`config.mk`:
```
export PLATFORM = sky130hd
export DESIGN_NAME = top_level_definition_name_scanner_core
export DESIGN_NICKNAME = d
export VERILOG_FILES = /design/src/rtl/core/tds_pkg.sv /design/src/rtl/core/tds_scan.sv /design/src/rtl/core/tds_queue.sv /design/src/rtl/core/top_level_definition_name_scanner_core.sv
export SDC_FILE = /design/constraint.sdc
export NUM_CORES = 1
export LEC_CHECK = 0
export ABC_AREA = 1
export BUFFER_PORTS_ARGS = -buffer_cell sky130_fd_sc_hd__clkbuf_2
export CAP_MARGIN = 40
export CORE_MARGIN = 2
export CORE_UTILIZATION = 40
export DETAILED_ROUTE_END_ITERATION = 10
export GPL_TIMING_DRIVEN = 0
export HOLD_SLACK_MARGIN = 0.05
export SLEW_MARGIN = 20
export SYNTH_ARGS = -nofsm -noshare
export SYNTH_HDL_FRONTEND = slang
export SYNTH_SLANG_ARGS = --single-unit
```
`constraint.sdc`:
```
create_clock -name i_clk -period 3.6 [get_ports i_clk]
set_input_delay 0.36 -clock i_clk [delete_from_list [all_inputs] [get_ports i_clk]]
set_output_delay 0.36 -clock i_clk [all_outputs]
set_load 0.05 [all_outputs]
```
`src/rtl/core/tds_pkg.sv`:
```
// ----------------------------------------------------------------------------
// tds_pkg
// Shared types and character constants of the definition name scanner.
// ----------------------------------------------------------------------------
package tds_pkg;

    localparam int unsigned BYTE_W = 8;

    // Output queue depth; one step can push two words.
    localparam int unsigned QUEUE_DEPTH = 4;
    localparam int unsigned QUEUE_AW    = $clog2(QUEUE_DEPTH);

    localparam logic [BYTE_W-1:0] CH_SLASH = 8'h2F;
    localparam logic [BYTE_W-1:0] CH_STAR  = 8'h2A;
    localparam logic [BYTE_W-1:0] CH_SQ    = 8'h27;
    localparam logic [BYTE_W-1:0] CH_DQ    = 8'h22;
    localparam logic [BYTE_W-1:0] CH_BSL   = 8'h5C;
    localparam logic [BYTE_W-1:0] CH_NL    = 8'h0A;
    localparam logic [BYTE_W-1:0] CH_SPACE = 8'h20;
    localparam logic [BYTE_W-1:0] CH_TAB   = 8'h09;
    localparam logic [BYTE_W-1:0] CH_USCORE = 8'h5F;
    localparam logic [BYTE_W-1:0] CH_LO_F  = 8'h66;
    localparam logic [BYTE_W-1:0] CH_LO_U  = 8'h75;
    localparam logic [BYTE_W-1:0] CH_LO_N  = 8'h6E;
    localparam logic [BYTE_W-1:0] CH_LO_C  = 8'h63;
    localparam logic [BYTE_W-1:0] CH_LO_L  = 8'h6C;
    localparam logic [BYTE_W-1:0] CH_LO_A  = 8'h61;
    localparam logic [BYTE_W-1:0] CH_LO_S  = 8'h73;

    // One output word: a name byte and its end-of-name flag.
    typedef struct packed {
        logic [BYTE_W-1:0] data;
        logic              last;
    } t_entry;

    // Words produced by one scanner step, first word in w0.
    typedef struct packed {
        logic [1:0] count;
        t_entry     w0;
        t_entry     w1;
    } t_result;

endpackage

```
`src/rtl/core/tds_scan.sv`:
```
// ----------------------------------------------------------------------------
// tds_scan
// Lexical state and keyword matcher; one text byte per step.
// ----------------------------------------------------------------------------
module tds_scan
    import tds_pkg::*;
#(
    parameter int unsigned MAX_NAME = 255
) (
    input  logic              i_clk,
    input  logic              i_rst_n,
    input  logic              i_step,
    input  logic [BYTE_W-1:0] i_byte,
    input  logic              i_last,
    output t_result           o_result
);

    localparam int unsigned CNT_W = $clog2(MAX_NAME + 1);

    typedef enum logic [2:0] {
        M_NORMAL = 3'd0,
        M_LINE   = 3'd1,
        M_BLOCK  = 3'd2,
        M_SQ     = 3'd3,
        M_DQ     = 3'd4
    } t_mode;

    typedef enum logic [3:0] {
        P_IDLE  = 4'd0,
        P_F     = 4'd1,
        P_FU    = 4'd2,
        P_FUN   = 4'd3,
        P_C     = 4'd4,
        P_CL    = 4'd5,
        P_CLA   = 4'd6,
        P_CLAS  = 4'd7,
        P_CLASS = 4'd8,
        P_BLANK = 4'd9,
        P_IDENT = 4'd10
    } t_phase;

    t_mode             r_mode,  n_mode;
    t_phase            r_phase, n_phase;
    logic              r_esc,   n_esc;
    logic              r_ls,    n_ls;
    logic              r_sp,    n_sp;
    logic              r_st,    n_st;
    logic [BYTE_W-1:0] r_held,  n_held;
    logic [CNT_W-1:0]  r_count, n_count;

    function automatic logic f_id_start(input logic [BYTE_W-1:0] c);
        return (c >= 8'h61 && c <= 8'h7A) || (c >= 8'h41 && c <= 8'h5A) || c == CH_USCORE;
    endfunction

    function automatic logic f_id_char(input logic [BYTE_W-1:0] c);
        return f_id_start(c) || (c >= 8'h30 && c <= 8'h39);
    endfunction

    function automatic logic f_blank(input logic [BYTE_W-1:0] c);
        return c == CH_SPACE || c == CH_TAB;
    endfunction

    always_comb begin
        logic at_start;
        logic [BYTE_W-1:0] quote;
        at_start = r_ls && r_mode == M_NORMAL && !r_sp;
        quote    = (r_mode == M_SQ) ? CH_SQ : CH_DQ;
        n_mode   = r_mode;
        n_phase  = r_phase;
        n_esc    = r_esc;
        n_ls     = r_ls;
        n_sp     = r_sp;
        n_st     = r_st;
        n_held   = r_held;
        n_count  = r_count;
        o_result = '0;

        // Keyword and name matcher.
        case (r_phase)
            P_IDLE: begin
                if (at_start && i_byte == CH_LO_F) begin
                    n_phase = P_F;
                end else if (at_start && i_byte == CH_LO_C) begin
                    n_phase = P_C;
                end
            end
            P_F:    n_phase = (i_byte == CH_LO_U) ? P_FU : P_IDLE;
            P_FU:   n_phase = (i_byte == CH_LO_N) ? P_FUN : P_IDLE;
            P_C:    n_phase = (i_byte == CH_LO_L) ? P_CL : P_IDLE;
            P_CL:   n_phase = (i_byte == CH_LO_A) ? P_CLA : P_IDLE;
            P_CLA:  n_phase = (i_byte == CH_LO_S) ? P_CLAS : P_IDLE;
            P_CLAS: n_phase = (i_byte == CH_LO_S) ? P_CLASS : P_IDLE;
            P_FUN, P_CLASS: begin
                n_phase = f_blank(i_byte) ? P_BLANK : P_IDLE;
            end
            P_BLANK: begin
                if (!f_blank(i_byte)) begin
                    if (f_id_start(i_byte)) begin
                        n_held  = i_byte;
                        n_count = CNT_W'(1);
                        n_phase = P_IDENT;
                    end else begin
                        n_phase = P_IDLE;
                    end
                end
            end
            P_IDENT: begin
                if (f_id_char(i_byte)) begin
                    // Bytes beyond the length limit are dropped.
                    if (r_count < CNT_W'(MAX_NAME)) begin
                        o_result.count = 2'd1;
                        o_result.w0    = '{data: r_held, last: 1'b0};
                        n_held         = i_byte;
                        n_count        = r_count + CNT_W'(1);
                    end
                end else begin
                    o_result.count = 2'd1;
                    o_result.w0    = '{data: r_held, last: 1'b1};
                    n_held         = '0;
                    n_count        = '0;
                    n_phase        = P_IDLE;
                end
            end
            default: n_phase = P_IDLE;
        endcase

        // Comment and string tracking.
        case (r_mode)
            M_LINE: begin
                if (i_byte == CH_NL) begin
                    n_mode = M_NORMAL;
                    n_ls   = 1'b1;
                end else begin
                    n_ls = 1'b0;
                end
            end
            M_BLOCK: begin
                if (r_st && i_byte == CH_SLASH) begin
                    n_mode = M_NORMAL;
                    n_st   = 1'b0;
                    n_ls   = 1'b0;
                end else begin
                    n_st = (i_byte == CH_STAR);
                    n_ls = (i_byte == CH_NL);
                end
            end
            M_SQ, M_DQ: begin
                if (!r_esc && i_byte == CH_BSL) begin
                    n_esc = 1'b1;
                    n_ls  = 1'b0;
                end else begin
                    if (!r_esc && i_byte == quote) begin
                        n_mode = M_NORMAL;
                    end
                    n_esc = 1'b0;
                    n_ls  = (i_byte == CH_NL);
                end
            end
            default: begin
                n_mode = M_NORMAL;
                if (r_sp && i_byte == CH_SLASH) begin
                    n_sp   = 1'b0;
                    n_mode = M_LINE;
                    n_ls   = 1'b0;
                end else if (r_sp && i_byte == CH_STAR) begin
                    n_sp   = 1'b0;
                    n_mode = M_BLOCK;
                    n_st   = 1'b0;
                    n_ls   = 1'b0;
                end else begin
                    n_sp = 1'b0;
                    if (i_byte == CH_SLASH) begin
                        n_sp = 1'b1;
                        n_ls = 1'b0;
                    end else if (i_byte == CH_SQ) begin
                        n_mode = M_SQ;
                        n_esc  = 1'b0;
                        n_ls   = 1'b0;
                    end else if (i_byte == CH_DQ) begin
                        n_mode = M_DQ;
                        n_esc  = 1'b0;
                        n_ls   = 1'b0;
                    end else begin
                        n_ls = (i_byte == CH_NL);
                    end
                end
            end
        endcase

        // End of text: close an open name and return to the reset state.
        if (i_last) begin
            if (n_phase == P_IDENT) begin
                if (o_result.count == 2'd0) begin
                    o_result.count = 2'd1;
                    o_result.w0    = '{data: n_held, last: 1'b1};
                end else begin
                    o_result.count = 2'd2;
                    o_result.w1    = '{data: n_held, last: 1'b1};
                end
            end
            n_mode  = M_NORMAL;
            n_phase = P_IDLE;
            n_esc   = 1'b0;
            n_ls    = 1'b1;
            n_sp    = 1'b0;
            n_st    = 1'b0;
            n_held  = '0;
            n_count = '0;
        end
    end

    always_ff @(posedge i_clk) begin
        if (!i_rst_n) begin
            r_mode  <= M_NORMAL;
            r_phase <= P_IDLE;
            r_esc   <= 1'b0;
            r_ls    <= 1'b1;
            r_sp    <= 1'b0;
            r_st    <= 1'b0;
            r_held  <= '0;
            r_count <= '0;
        end else if (i_step) begin
            r_mode  <= n_mode;
            r_phase <= n_phase;
            r_esc   <= n_esc;
            r_ls    <= n_ls;
            r_sp    <= n_sp;
            r_st    <= n_st;
            r_held  <= n_held;
            r_count <= n_count;
        end
    end

endmodule

```
`src/rtl/core/tds_queue.sv`:
```
// ----------------------------------------------------------------------------
// tds_queue
// Small output queue: takes up to two words a cycle, gives out one when ready.
// ----------------------------------------------------------------------------
module tds_queue
    import tds_pkg::*;
(
    input  logic              i_clk,
    input  logic              i_rst_n,
    input  logic              i_push,
    input  t_result           i_result,
    output logic              o_room,
    output logic              o_valid,
    output logic [BYTE_W-1:0] o_data,
    output logic              o_last,
    input  logic              i_ready
);

    t_entry                  r_mem [QUEUE_DEPTH];
    logic [QUEUE_AW-1:0]     r_wp, n_wp;
    logic [QUEUE_AW-1:0]     r_rp, n_rp;
    logic [QUEUE_AW:0]       r_fill, n_fill;
    logic [1:0]              push_n;
    logic                    pop;

    assign push_n  = i_push ? i_result.count : 2'd0;
    assign o_valid = (r_fill != '0);
    assign pop     = o_valid && i_ready;
    assign o_data  = r_mem[r_rp].data;
    assign o_last  = r_mem[r_rp].last;
    // Room for a full step, judged on the registered fill alone.
    assign o_room  = (r_fill <= (QUEUE_AW + 1)'(QUEUE_DEPTH - 2));

    assign n_wp   = r_wp + QUEUE_AW'(push_n);
    assign n_rp   = r_rp + QUEUE_AW'(pop);
    assign n_fill = r_fill + (QUEUE_AW + 1)'(push_n) - (QUEUE_AW + 1)'(pop);

    always_ff @(posedge i_clk) begin
        if (push_n != 2'd0) begin
            r_mem[r_wp] <= i_result.w0;
        end
        if (push_n == 2'd2) begin
            r_mem[r_wp + QUEUE_AW'(1)] <= i_result.w1;
        end
    end

    always_ff @(posedge i_clk) begin
        if (!i_rst_n) begin
            r_wp   <= '0;
            r_rp   <= '0;
            r_fill <= '0;
        end else begin
            r_wp   <= n_wp;
            r_rp   <= n_rp;
            r_fill <= n_fill;
        end
    end

endmodule

```
`src/rtl/core/top_level_definition_name_scanner_core.sv`:
```
// ----------------------------------------------------------------------------
// top_level_definition_name_scanner_core
// Streams out the names that follow unindented fun and class keywords.
// ----------------------------------------------------------------------------
// The source text enters one byte per word on the slave channel; tlast marks
// the final byte of a text, after which all scanner state returns to its
// reset value. The master channel carries one name byte per word, and tlast
// there flags the last byte of each name. Bytes inside comments and strings
// are never taken as keywords.
// An accepted byte waits in the input register, is stepped through the
// scanner when the output queue has room for a full step, and any word it
// produces goes into the queue, which offers it on the master side.
// Throughput: one text byte per cycle while the queue has room for a step.
// One byte can give two words (a name closed by the end of the text), which
// the four-word output queue absorbs; the slave side waits only while the
// queue holds more than two words.
// While the receiver stalls the queue fills, and once it cannot take a full
// step the input register holds its byte and tready falls.
// Reset (synchronous, active low) empties the input register and the queue
// and puts the scanner at the start of a line in plain text.
// ----------------------------------------------------------------------------
module top_level_definition_name_scanner_core
    import tds_pkg::*;
#(
    parameter int unsigned MAX_NAME = 255
) (
    input  logic              i_clk,
    input  logic              i_rst_n,
    input  logic              i_s_tvalid,
    output logic              o_s_tready,
    input  logic [BYTE_W-1:0] i_s_tdata,   // [7:0] text_byte
    input  logic              i_s_tlast,   // text_last
    output logic              o_m_tvalid,
    input  logic              i_m_tready,
    output logic [BYTE_W-1:0] o_m_tdata,   // [7:0] name_byte
    output logic              o_m_tlast    // name_end
);

    logic              r_in_valid;
    logic [BYTE_W-1:0] r_in_byte;
    logic              r_in_last;
    logic              step;
    logic              room;
    t_result           result;

    // The step fires when the queue can take two words whatever it pops.
    assign step       = r_in_valid && room;
    assign o_s_tready = !r_in_valid || step;

    always_ff @(posedge i_clk) begin
        if (!i_rst_n) begin
            r_in_valid <= 1'b0;
        end else if (o_s_tready) begin
            r_in_valid <= i_s_tvalid;
        end
    end

    always_ff @(posedge i_clk) begin
        if (i_s_tvalid && o_s_tready) begin
            r_in_byte <= i_s_tdata;
            r_in_last <= i_s_tlast;
        end
    end

    tds_scan #(
        .MAX_NAME (MAX_NAME)
    ) u_scan (
        .i_clk    (i_clk),
        .i_rst_n  (i_rst_n),
        .i_step   (step),
        .i_byte   (r_in_byte),
        .i_last   (r_in_last),
        .o_result (result)
    );

    tds_queue u_queue (
        .i_clk    (i_clk),
        .i_rst_n  (i_rst_n),
        .i_push   (step),
        .i_result (result),
        .o_room   (room),
        .o_valid  (o_m_tvalid),
        .o_data   (o_m_tdata),
        .o_last   (o_m_tlast),
        .i_ready  (i_m_tready)
    );

endmodule

```
Word level (Yosys, flattened, before mapping)
Memory sizes are Yosys's and may differ from the RTL's. A register that Yosys moved wholly into a read port is not among the register bits.
Index checks and enable logic that the tools add are counted.
- logic and storage cells: 197
- register bits after elaboration: 44
- memory bits (writable): 36
- memories kept: 1
- output and inout bits: 11
- input bits: 13
- memories (name ; words ; bits a word ; rd ports ; clocked after Yosys merged registers in ; write ports ; RTL line ; text):
    u_queue.r_mem ; 4 ; 9 ; 1 ; 1 ; 2 ; tds_queue.sv:19 ; t_entry r_mem [QUEUE_DEPTH];
- add/subtract/negate cells: 6
- mux-type cells: 80
- reductions and logical operators: 41
- magnitude comparators: 8
- equal/unequal tests: 47
- operators by type and width (operator ; number):
    8-bit 2-to-1 mux ; 10
    8-bit by 7-bit == test with 1-bit output (second input constant) ; 9
    3-bit 2-to-1 mux ; 14
    8-bit by 6-bit == test with 1-bit output (second input constant) ; 5
    20-bit 2-to-1 mux ; 2
    4-bit one-hot mux with 10 select lines ; 1
    4-bit 2-to-1 mux ; 8
    8-bit one-hot mux with 2 select lines ; 2
    1-bit 2-to-1 mux ; 29
    10-bit 2-to-1 mux ; 2
    9-bit 2-to-1 mux ; 2
    3-bit != test (second input constant) ; 6
    4-bit by 3-bit == test with 1-bit output (second input constant) ; 4
    4-bit == test (second input constant) ; 4
    8-bit by 4-bit == test with 1-bit output (second input constant) ; 2
    8-bit by 7-bit greater-or-equal comparator with 1-bit output (second input constant) ; 2
    8-bit by 7-bit <= comparator with 1-bit output (second input constant) ; 2
    1-bit logical AND ; 15
    3-bit by 2-bit != test with 1-bit output (second input constant) ; 4
    11-bit 2-to-1 mux ; 1
    2-bit 2-to-1 mux ; 5
    5-bit AND reduction ; 2
    3-bit one-hot mux with 3 select lines ; 1
    3-bit nonzero test ; 3
    34 further kinds ; 47

Logic depth before layout (Yosys ltp)
- word-level depth: 15
- depth in mapped cells: 20
- depth with buffers taken out: 19

Modules after synthesis
A second synthesis with hierarchy kept.
- cells, all modules: 733
- area, all modules: 5366.4 um^2
- modules (own cells, without submodules) (module ; area each (um^2) ; sequential area each (um^2) ; instances ; cells each):
    tds_scan ; 2717.6 ; 540.5 ; 1 ; 476
    tds_queue ; 2319.7 ; 1221.2 ; 1 ; 239
    top_level_definition_name_scanner_core ; 329.1 ; 290.3 ; 1 ; 18

Worst setup path before layout
Ideal clock, no wire load.
- path type: register to register
- start: reg r_in_byte[3]
- end: mem u_queue.r_mem[0][0] (netlist name), enable pin
- clock period less this slack: 3077 ps
- setup time: 387 ps
- path slack: 523 ps
- data required time: 3213 ps
- stages on the path, launching flop included: 14
- arrival: 2689 ps
- path buffers: 0
- path through: edfxtp_1 nor2_1 nand3_1 nand3_2 nand3_4 nand2_2 nand2_2 ha_1 nor2_1 nor2_1 nand2_4 inv_1 nor2_1 o21ai_0
- RTL lines (what ; RTL line ; text):
    start, declared ; top_level_definition_name_scanner_core.sv:40 ; logic [BYTE_W-1:0] r_in_byte;
    start signal, assigned ; top_level_definition_name_scanner_core.sv:60 ; r_in_byte <= i_s_tdata;
    end, declared ; tds_queue.sv:19 ;

==> flow_summary_export.csv <==
group,metric,value,unit
clock_tree,clkSinkCount,80,
critical_path,end_kind,"flip-flop",
timing,slew_headroom,47.16,%
synthesis,synth_edf_count,45,
synthesis,synthCells,665,
synthesis,yosysUniqueCellTypes,39,
critical_path,reg2reg_setup_slack,360,ps
synthesis,avgSynthCellArea,7.233,µm²
timing,setup_viol,0,
critical_path,r2r-start,"r_in_byte[3]",
clock_tree,clk_path_buf_depth,2,
clock_tree,cts_tree,"yes",
clock_tree,insertion_delay,350,ps
synthesis,ys_warn_count,0,
synthesis,ys_ff_latch,80,
synthesis,seq_area_frac_synth,42.66,%
power_and_ir_drop,ir_worst_vdd,0.3116,mV
hold_path,hp-start,"i_s_tdata[2]",
power_and_ir_drop,p_seq_share,38.1,%
synthesis,ys_top_cells_by_count,"nand2_1 (210), nor2_1 (88), inv_1 (68)",
floorplanning,die_w,113.7,µm
clock_tree,cts-buffers-inserted,9,
global_routing,grt_pass1_vias,4222,
power_and_ir_drop,comb_power_share,28.1,%
global_routing,grt_start_max_net_pins,16,
timing,holdWs,185.6,ps
place,place_congestion,0.8974,
clock_tree,holdBufCountCts,0,
critical_path,path_max_fanout,9,
final_layout,drive_gt1_share,11.58,%
floorplanning,ioPinCount,24,
detailed_routing,ant_nets,0,
critical_path,critPathKind,"reg2reg",
critical_path,r2r-end,"u_queue.r_mem[0][0]",
detailed_routing,wire_per_inst,13.99,µm
clock_tree,cts_htree_levels,3,
power_and_ir_drop,pwr-share-clk,33.8,%
timing,fin_ws,359.3,ps
critical_path,critPathTopFamily,"simple AND/OR/NAND/NOR gates",
critical_path,worstPathRequired,3660,ps
clock_tree,clk_pin_slew,60,ps
hold_path,hold_depth,1,
final_layout,nets,724,
place,post-dp-hpwl,9361,µm
global_routing,antenna_found_initial,0,
critical_path,start_kind,"flip-flop",
global_routing,grt-ovfl-total,0,
hold_path,min-delay-path-class,"in2reg",
final_layout,diodes,0,
synthesis,synth_area_leaders,"edfxtp_1 (28%), nand2_1 (16%), dfxtp_1 (15%)",
power_and_ir_drop,internal_power,1.760,mW
power_and_ir_drop,leakage,2.466,nW
timing,fin_skew,7.405,ps
timing,max_freq,0.3086,GHz
timing,rsz0062_at_grt,"false",
detailed_routing,avgViaCountPerCell,5.105,
synthesis,syn_nets,686,
floorplanning,die_h,113.7,µm
global_routing,grt_pass1_wl,20080,µm
synthesis,syn-cell-area,4810,µm²
clock_tree,root_buffer,"clkbuf_16",
timing,min_period_over_period,90.02,%
power_and_ir_drop,power_switching,1.028,mW
critical_path,cp.buffers_inverters,1,
global_routing,grt_usage,19.55,%
critical_path,worstPathArrival,3300,ps
critical_path,critPathMaxStageDelay,500,ps
job,maxCapViolCount,0,
floorplanning,core,11860,µm²
floorplanning,rows,40,
detailed_routing,dr.pass1.iters,4,
timing,hold_viol_final,0,
detailed_routing,drtIter0Drc,180,
critical_path,reg2reg_depth,13,
synthesis,yosysMostFrequentCell,"nand2_1",
final_layout,syn2layout_area_growth,13.16,%
final_layout,final_cell_count_no_fill,855,
detailed_routing,wl,11960,µm
status,status,"complete, no violations",
clock_tree,ctsResizeCount,0,
power_and_ir_drop,power,2.788,mW
detailed_routing,drc,0,
synthesis,yosysTopAreaCellShare,28.10,%
power_and_ir_drop,swShare,36.87,%
floorplanning,start_util,40.55,%
final_layout,fin_util,45.89,%
timing,tightest_slew,786.5,ps
synthesis,yosysTopAreaCell,"edfxtp_1",
timing,slew_violations,0,
critical_path,cpMaxStageDelayCell,"edfxtp_1",
power_and_ir_drop,power_density,512.3,nW/µm²
place,dp_slack,193.3,ps
floorplanning,dieArea,12920,µm²
clock_tree,post_cts_buffers,0,
place,dp.cells,838,
critical_path,crit_path_cell_trace,"nor2_1 -> nand3_1 -> nand3_2 -> nand3_4 -> nand2_2 -> nand2_2 -> ha_1 -> nor2_1 -> nor2_1 -> nand2_4 -> nand4_2 -> o21ai_1 -> buf_4",
hold_path,min_delay_worst_endpoint,"r_in_byte[2]",
critical_path,crit_top_cell,"nor2_1",
timing,layout_min_cycle_time,3241,ps
synthesis,synthFlopType,"edfxtp_1",
synthesis,async_reset_ff_share,0,%
place,portBuffers,23,
detailed_routing,vias,4365,
==> worst reg2reg max path, cell delays in order (launching register included) <==
cell	delay, ps
edfxtp_1	500
nor2_1	340
nand3_1	140
nand3_2	150
nand3_4	130
nand2_2	170
nand2_2	110
ha_1	280
nor2_1	110
nor2_1	70
nand2_4	150
nand4_2	250
o21ai_1	310
buf_4	250
==> per-layer routing <==
| metal | global-route usage, % | vias to the layer above | routed length [µm] |
|---|---|---|---|
| li1 | - | 2265 | - |
| met1 | 23.68 | 1988 | 5348 |
| met2 | 33.61 | 89 | 5888 |
| met3 | 4.038 | 23 | 418 |
| met4 | 8.780 | 0 | 306 |
| met5 | 0 | - | 0 |
==> layout make-up <==
class                      count  area, µm²
buffer                        12      47.55
clock buffer                   9      225.2
clock inverter                 7      78.83
fill                        1174       6419
inverter                      72      275.3
multi-input combinational    501       2435
sequential                    80       2052
tap                          147      183.9
timing repair buffer          27      145.1
==> how the worst max path moves through the flow <==
stage | slack [ps] | endpoint | depth (start not counted) | start
after floorplan | 520 | u_queue.r_mem[0][0] | 13 | r_in_byte[3]
after global placement | -280 | u_queue.r_mem[2][7] | 13 | r_in_byte[3]
after detailed placement | 190 | u_queue.r_mem[1][7] | 13 | r_in_byte[3]
after CTS | 190 | u_queue.r_mem[1][0] | 13 | r_in_byte[3]
after global routing | 80 | u_queue.r_fill[2] | 19 | u_scan.r_count[0]
final | 360 | u_queue.r_mem[0][0] | 13 | r_in_byte[3]
==> state kept, by name, summed over array words and instances (netlist names) <==
name	count
u_queue.r_mem	36
r_in_byte	8
u_scan.r_count	8
u_scan.r_held	8
u_scan.r_phase	4
u_queue.r_fill	3
u_scan.r_mode	3
u_queue.r_rp	2
u_queue.r_wp	2
r_in_last	1
r_in_valid	1
u_scan.r_esc	1
u_scan.r_ls	1
u_scan.r_sp	1
u_scan.r_st	1
==> power by group through the flow <==
stage / sequential [mW] / clock (mW) / combinational, mW
floorplan: 1.07 / 0 / 0.608
global placement: 1.08 / 0 / 0.775
detailed placement: 1.08 / 0 / 0.788
CTS: 1.06 / 0.957 / 0.789
global route: 1.07 / 0.995 / 0.864
finish: 1.06 / 0.943 / 0.783
==> per-stage QoR <==
stage	area (µm²)	TNS, ps
after global routing	5443	0
after floorplan	4810	0
after global placement	5109	-8565
after detailed placement	5131	0
final	5443	0
after CTS	5435	0
==> layout by cell type, fill, tap and decap left out, drive strengths merged <==
cell	Yosys	layout
nor4	1	1
nor3	14	14
xor2	4	4
a31oi	3	3
nor2	94	94
edfxtp	45	45
o2111ai	1	1
nand3b	1	1
bufinv	0	1
clkinv	3	6
a211oi	1	1
buf	1	4
dfxtp	35	35
o22ai	9	9
a21oi	34	34
nand4	14	14
xnor2	5	5
a21boi	1	1
o21a	1	1
clkbuf	11	44
a41oi	1	1
clkinvlp	0	1
fa	1	1
ha	7	7
inv	69	71
o21ai	42	42
nand3	42	42
nand2	225	225
==> logic make-up after synthesis <==
group	after synthesis	share of synthesized area (%)
AOI/OAI and AO/OA	93	10.85
xor gates and xnor gates	9	1.639
adders and majority gates	8	2.237
buffers and inverters	84	6.712
DFF	80	42.66
and+or+nand+nor	391	35.90
No activity file was read; power rests on OpenSTA's default activity.
